**config.mk**
```make
export PLATFORM = sky130hd
export DESIGN_NAME = id_tracking_table_top
export DESIGN_NICKNAME = d
export VERILOG_FILES = /design/src/sv/itt_pkg.sv /design/src/sv/id_tracking_table_top.sv /design/src/sv/itt_cell.sv
export VERILOG_INCLUDE_DIRS = /design/src /design/src/sv
export SDC_FILE = /design/constraint.sdc
export NUM_CORES = 2
export LEC_CHECK = 0
export BUFFER_PORTS_ARGS = -buffer_cell sky130_fd_sc_hd__buf_2
export CORE_ASPECT_RATIO = 1.2
export CORE_UTILIZATION = 60
export DETAILED_ROUTE_END_ITERATION = 12
export HOLD_SLACK_MARGIN = 0.06
export PLACE_DENSITY_LB_ADDON = 0.25
export SETUP_SLACK_MARGIN = 0.5
export SLEW_MARGIN = 5
export SYNTH_ARGS = -nofsm -noshare
export SYNTH_HDL_FRONTEND = slang
export SYNTH_SLANG_ARGS = --single-unit
export TNS_END_PERCENT = 5
```
**constraint.sdc**
```tcl
create_clock -name aclk -period 3.26 [get_ports aclk]
set_input_delay 0.163 -clock aclk [delete_from_list [all_inputs] [get_ports aclk]]
set_output_delay 0.163 -clock aclk [all_outputs]
set_load 0.03 [all_outputs]
```
**src/sv/id_tracking_table_top_assert.svh**
```systemverilog
// assertion macros for the id tracking table
`ifndef ID_TRACKING_TABLE_TOP_ASSERT_SVH
`define ID_TRACKING_TABLE_TOP_ASSERT_SVH

`ifndef ASSERT_OFF
`define ITT_ASSERT_IMPL(lbl, clk, rstn, ante, cons) \
    lbl: assert property (@(posedge clk) disable iff (!rstn) (ante) |-> (cons)) \
        else $error("itt assertion failed");
`define ITT_ASSERT_NEXT(lbl, clk, rstn, ante, cons) \
    lbl: assert property (@(posedge clk) disable iff (!rstn) (ante) |=> (cons)) \
        else $error("itt assertion failed");
`else
`define ITT_ASSERT_IMPL(lbl, clk, rstn, ante, cons)
`define ITT_ASSERT_NEXT(lbl, clk, rstn, ante, cons)
`endif

`endif

```
**src/sv/itt_pkg.sv**
```systemverilog
// types and constants shared by the id tracking table modules
package itt_pkg;

    localparam int ID_W = 32;

    typedef enum logic [1:0] {
        CMD_INSERT = 2'd0,
        CMD_QUERY  = 2'd1,
        CMD_REMOVE = 2'd2,
        CMD_POP    = 2'd3
    } cmd_t;

    // request travelling down the row of cells
    typedef struct packed {
        logic              valid;
        cmd_t              cmd;
        logic [ID_W-1:0]   id;
        logic              started;
        logic              done;
        logic              ok;
        logic [ID_W-1:0]   popped;
        logic [ID_W-1:0]   prev;
    } wave_t;

endpackage

```
**src/sv/id_tracking_table_top.sv**
```systemverilog
// id tracking table: a row of slot cells that each request walks through
//
//  channel  | direction | tdata (lsb up)            | tuser
//  s_       | in        | id[31:0]                  | command[1:0]
//  m_       | out       | ok[0], popped_id[32:1]    | -
//
// a request walks the row one cell per cycle while the output is not stalled;
// it passes each cell's request register in turn and then the output register,
// and no new request is taken until it has left the last cell.
// the row holds one request at a time; a waiting result freezes the row.
// reset clears every slot and the started flag.
`include "id_tracking_table_top_assert.svh"

module id_tracking_table_top
    import itt_pkg::*;
#(
    parameter int ENTRIES = 16
) (
    input  logic        aclk,
    input  logic        aresetn,
    input  logic        s_tvalid,
    output logic        s_tready,
    input  logic [31:0] s_tdata,   // id[31:0]
    input  logic [1:0]  s_tuser,   // command[1:0]
    output logic        m_tvalid,
    input  logic        m_tready,
    output logic [39:0] m_tdata    // ok[0], popped_id[32:1], zero fill
);

    logic        busy_reg;
    logic        started_reg;
    logic        m_tvalid_reg;
    logic        ok_reg;
    logic [ID_W-1:0] popped_reg;

    logic        accept;
    logic        adv;
    wave_t       entry;
    wave_t       wave_out [ENTRIES];
    logic        clr_up   [ENTRIES];

    assign accept   = s_tvalid && s_tready;
    assign s_tready = !busy_reg;
    assign adv      = !m_tvalid_reg || m_tready;

    always_comb begin
        entry         = '0;
        entry.valid   = 1'b1;
        entry.cmd     = cmd_t'(s_tuser);
        entry.id      = s_tdata;
        entry.started = started_reg;
    end

    genvar gi;
    generate
        for (gi = 0; gi < ENTRIES; gi++) begin : g_cell
            logic  load_c;
            wave_t win_c;
            logic  clr_c;
            if (gi == 0) begin : g_head
                assign load_c = accept || adv;
                assign win_c  = accept ? entry : '0;
            end else begin : g_body
                assign load_c = adv;
                assign win_c  = wave_out[gi-1];
            end
            if (gi == ENTRIES - 1) begin : g_tail
                assign clr_c = 1'b0;
            end else begin : g_mid
                assign clr_c = clr_up[gi+1];
            end
            itt_cell #(
                .IS_FIRST (gi == 0)
            ) u_cell (
                .aclk     (aclk),
                .aresetn  (aresetn),
                .load     (load_c),
                .adv      (adv),
                .wave_in  (win_c),
                .clr_in   (clr_c),
                .wave_out (wave_out[gi]),
                .clr_prev (clr_up[gi])
            );
        end
    endgenerate

    always_ff @(posedge aclk) begin
        if (!aresetn) begin
            busy_reg     <= 1'b0;
            started_reg  <= 1'b0;
            m_tvalid_reg <= 1'b0;
        end else begin
            if (accept && (cmd_t'(s_tuser) == CMD_INSERT)) begin
                started_reg <= 1'b1;
            end
            if (accept) begin
                busy_reg <= 1'b1;
            end else if (adv && wave_out[ENTRIES-1].valid) begin
                busy_reg <= 1'b0;
            end
            if (adv) begin
                m_tvalid_reg <= wave_out[ENTRIES-1].valid;
            end
        end
    end

    always_ff @(posedge aclk) begin
        if (adv && wave_out[ENTRIES-1].valid) begin
            ok_reg     <= wave_out[ENTRIES-1].ok;
            popped_reg <= wave_out[ENTRIES-1].popped;
        end
    end

    assign m_tvalid = m_tvalid_reg;
    assign m_tdata  = {7'd0, popped_reg, ok_reg};

    `ITT_ASSERT_IMPL(a_ok_excl_pop, aclk, aresetn, m_tvalid_reg, !(ok_reg && (popped_reg != '0)))
    `ITT_ASSERT_IMPL(a_idle_row_empty, aclk, aresetn, !busy_reg, !wave_out[ENTRIES-1].valid)
    `ITT_ASSERT_NEXT(a_accept_busy, aclk, aresetn, accept, busy_reg)
    `ITT_ASSERT_IMPL(a_done_result, aclk, aresetn, $fell(busy_reg), m_tvalid_reg)

endmodule

```
**src/sv/itt_cell.sv**
```systemverilog
// one table slot with the request register in front of it
module itt_cell
    import itt_pkg::*;
#(
    parameter bit IS_FIRST = 1'b0
) (
    input  logic  aclk,
    input  logic  aresetn,
    input  logic  load,
    input  logic  adv,
    input  wave_t wave_in,
    input  logic  clr_in,
    output wave_t wave_out,
    output logic  clr_prev
);

    wave_t           wave_reg;
    logic [ID_W-1:0] slot_reg;
    logic [ID_W-1:0] slot_next;
    logic            is_zero;
    logic            hit;

    assign is_zero = (slot_reg == '0);
    assign hit     = (slot_reg == wave_reg.id);

    always_comb begin
        wave_out  = wave_reg;
        slot_next = slot_reg;
        clr_prev  = 1'b0;
        if (wave_reg.valid && !wave_reg.done) begin
            case (wave_reg.cmd)
                CMD_INSERT: begin
                    if (is_zero) begin
                        slot_next     = wave_reg.id;
                        wave_out.ok   = 1'b1;
                        wave_out.done = 1'b1;
                    end
                end
                CMD_QUERY: begin
                    if (hit) begin
                        wave_out.ok   = wave_reg.started;
                        wave_out.done = 1'b1;
                    end
                end
                CMD_REMOVE: begin
                    if (hit) begin
                        slot_next     = '0;
                        wave_out.done = 1'b1;
                    end
                end
                CMD_POP: begin
                    // lowest empty slot: hand back and clear the one below
                    if (is_zero) begin
                        wave_out.done = 1'b1;
                        if (!IS_FIRST) begin
                            wave_out.popped = wave_reg.prev;
                            clr_prev        = 1'b1;
                        end
                    end
                end
                default: begin
                    wave_out.done = 1'b1;
                end
            endcase
        end
        wave_out.prev = slot_reg;
    end

    always_ff @(posedge aclk) begin
        if (!aresetn) begin
            wave_reg <= '0;
            slot_reg <= '0;
        end else begin
            if (load) begin
                wave_reg <= wave_in;
            end
            if (adv) begin
                if (clr_in) begin
                    slot_reg <= '0;
                end else begin
                    slot_reg <= slot_next;
                end
            end
        end
    end

endmodule
```
==> reports/qor.txt <==
vias per inst = 5.97
critical path type = reg2reg
Fin. Hold Viols = 0
FMAX = 0.348 GHz
root cell of the clock tree = clkbuf_16
Slew headroom = 16.7%
LEAKAGE = 0.0357 µW
max reg flops = 958
Yosys reg bits = 2082
average wire per standard cell = 21.3 µm
setup_tns = 0 ns
syn avg cell area = 8.70 µm²
Critical Path AT = 3.63 ns
Routed Antenna Nets = 0
# setup viols final = 0
Least-Margin Pin Slew = 1.25 ns
die height = 410 µm
Final min period = 2.87 ns
row count = 149
Clock Pin Slew Worst Setup and Hold Paths = 0.07 ns
Starting Density = 60.5%
largest net degree at the start of global routing = 222
H-tree depth = 4
Setup crit start kind = flop
failing checks = DRC
critical path endpoint category = flop
Final Cycle Share = 88.1%
Final HPWL DP = 163000 µm
M2 GR Usage = 55.7%
HP Class = in2reg
M1 GR Usage = 44.2%
initial antenna violation count = 1
Slew Viols, Final = 0
Final #Nets = 9365
total wire length = 240000 µm
Worst VDD drop = 0.597 mV
first-pass GRT wire length = 371000 µm
CTS tree = yes
# placed instances = 10897
DIE WIDTH = 342 µm
final worst setup slack = 0.389 ns
ys async rst share = 0%
Yosys warning total = 0
area delta synth->final = 10.6%
Mapped Area = 83300 µm²
global route hottest layer = met2
I/O Buffers = 72
ANT cells = 0
Worst EP required = 4.02 ns
worst-path maximum fanout = 31
core footprint = 138000 µm²
Syn Inst Count = 9569
Worst Skew = 0.0242 ns
DR iter-0 viols = 6886
CTS max path bufs = 3
RSZ-0062 raised after global routing = true
sequential area share after synthesis = 50.5%
GRT met3 Usage = 4.63%
Final Instance Count excl. Fillers = 11299
I/O Pins = 80
all-layer global routing usage = 33.4%
status = complete, but fails checks
Top FF cell, synth = dfxtp_1
layout cell share with drive strength beyond 1 = 6.70%
Post-synth EDFFs = 33
total number of vias = 67463
maxcap violations = 0
clk_lat worst skew = 0.84 ns
remaining global-route overflow = 0
GPL Wtd Cong = 0.942
vias in the first global route = 63572
dpl ws = 0.429 ns
DRC Markers = 17
CTS buffer count = 197
Pwr Density = 545 nW/µm²
TritonRoute pass-1 iters = 10
Distinct cells, synth = 71
die area = 140000 µm²
CTS Sinks = 2082
where the power goes:
| group | internal (µW) | switching [µW] | leakage (µW) |
|---|---|---|---|
| logic | 255 | 725 | 0.0156 |
| clock network | 13600 | 9910 | 0.00330 |
| registers | 25600 | 108 | 0.0168 |
final timing paths:
kind | from | end | slack, ns | cells after the start
worst min-delay path | s_tdata[3] | g_cell[0].u_cell.wave_out[70] | 0.13 | 4
worst max-delay path | g_cell[4].u_cell.slot_reg[24] | g_cell[4].u_cell.slot_reg[3] | 0.39 | 5
worst max register to register | g_cell[4].u_cell.slot_reg[24] | g_cell[4].u_cell.slot_reg[3] | 0.39 | 5
worst min register to register | g_cell[3].u_cell.wave_reg[19] | g_cell[3].u_cell.wave_reg[19] | 0.45 | 2
layout by cell type, fill, tap and decap left out, types with 21 or more instances in the layout:
master and instances:
nand2_1 2542, dfxtp_1 2049, a21oi_1 1046, mux2i_1 623, nor2_1 522, xor2_1 460
a211oi_1 417, nor4_1 248, a22o_1 222, clkbuf_16 202, buf_4 106, o21ai_0 101
inv_1 83, a22oi_1 72, buf_2 71, xnor2_1 67, nand4_1 63, clkbuf_8 56
clkbuf_1 48, buf_12 43, dlygate4sd3_1 41, mux2_2 35, edfxtp_1 33, a32o_1 31
nor3_1 30, clkinv_2 30, nor2b_1 21
repair_timing:
action | 4_1_cts | 5_1_grt
pin swaps | 0 | 1
gates resized for setup | 1 | 3
buffers inserted | 0 | 0
hold endpoints to repair | 88 | 0
endpoints found under the setup margin | 72 | 387
hold buffers | 43 | 0
synthesized netlist by cell type, types with 20 or more instances:
cell         n  area (µm²)
nand2_1   2545        9550
dfxtp_1   2049       41000
a21oi_1   1046        5240
clkbuf_1   623        2340
mux2i_1    623        6240
nor2_1     528        1980
xor2_1     460        4030
a211oi_1   421        3160
nor4_1     251        1570
a22o_1     223        1950
o21ai_0    101         505
inv_1       83         312
a22oi_1     72         541
xnor2_1     67         587
nand4_1     63         394
mux2_2      35         394
buf_2       33         165
edfxtp_1    33         991
nor3_1      32         160
a32o_1      31         310
buf_1       28         105
nor2b_1     23         144
buf_4       20         150
kinds of logic (layout without fill, tap and decap cells):
group                  Yosys count  in the layout  share of synthesized area (%)
flip-flops                    2082           2082                           50.5
AND/OR/NAND/NOR               3544           3544                           17.5
AO/OA/AOI/OAI                 1964           1964                           14.8
XOR/XNOR                       527            527                           5.54
buffers and inverters          793            705                           3.76
other                            1              7                        0.00450
multiplexers                   658            658                           7.96
metal layers:
| layer | routed length, µm | vias to the layer above |
|---|---|---|
| met1 | 101000 | 32543 |
| li1 | - | 32246 |
| met2 | 116000 | 2226 |
| met5 | 0 | - |
| met4 | 7930 | 0 |
| met3 | 14500 | 448 |
cell type report:
class                   count  area, µm²
fillers                 11145      45500
flip-flops and latches   2082      42000
multi-input cells        6700      38400
clock buffers             305       5990
repair buffers            262       2440
well taps                1812       2270
clock inverters            54        662
inverters                  84        323
per-stage QoR:
step	util (%)	total power [µW]	hold slack [ns]	instance area (µm²)
after floorplan	-	26800	0.326	83300
after global placement	61.8	27100	0.414	85000
after detailed placement	61.8	27100	0.423	85000
after CTS	66.9	50400	0.0696	92100
after global routing	66.9	51400	0.118	92100
final	66.9	50200	0.126	92100
critical path, stage by stage, from the launching register on:
cell and delay [ns]:
dfxtp_1 0.35, nor4_1 0.60, and4_1 0.36, and4_1 0.22
and3_1 1.00, a22o_1 0.27
(Power assumes the default switching activity.)
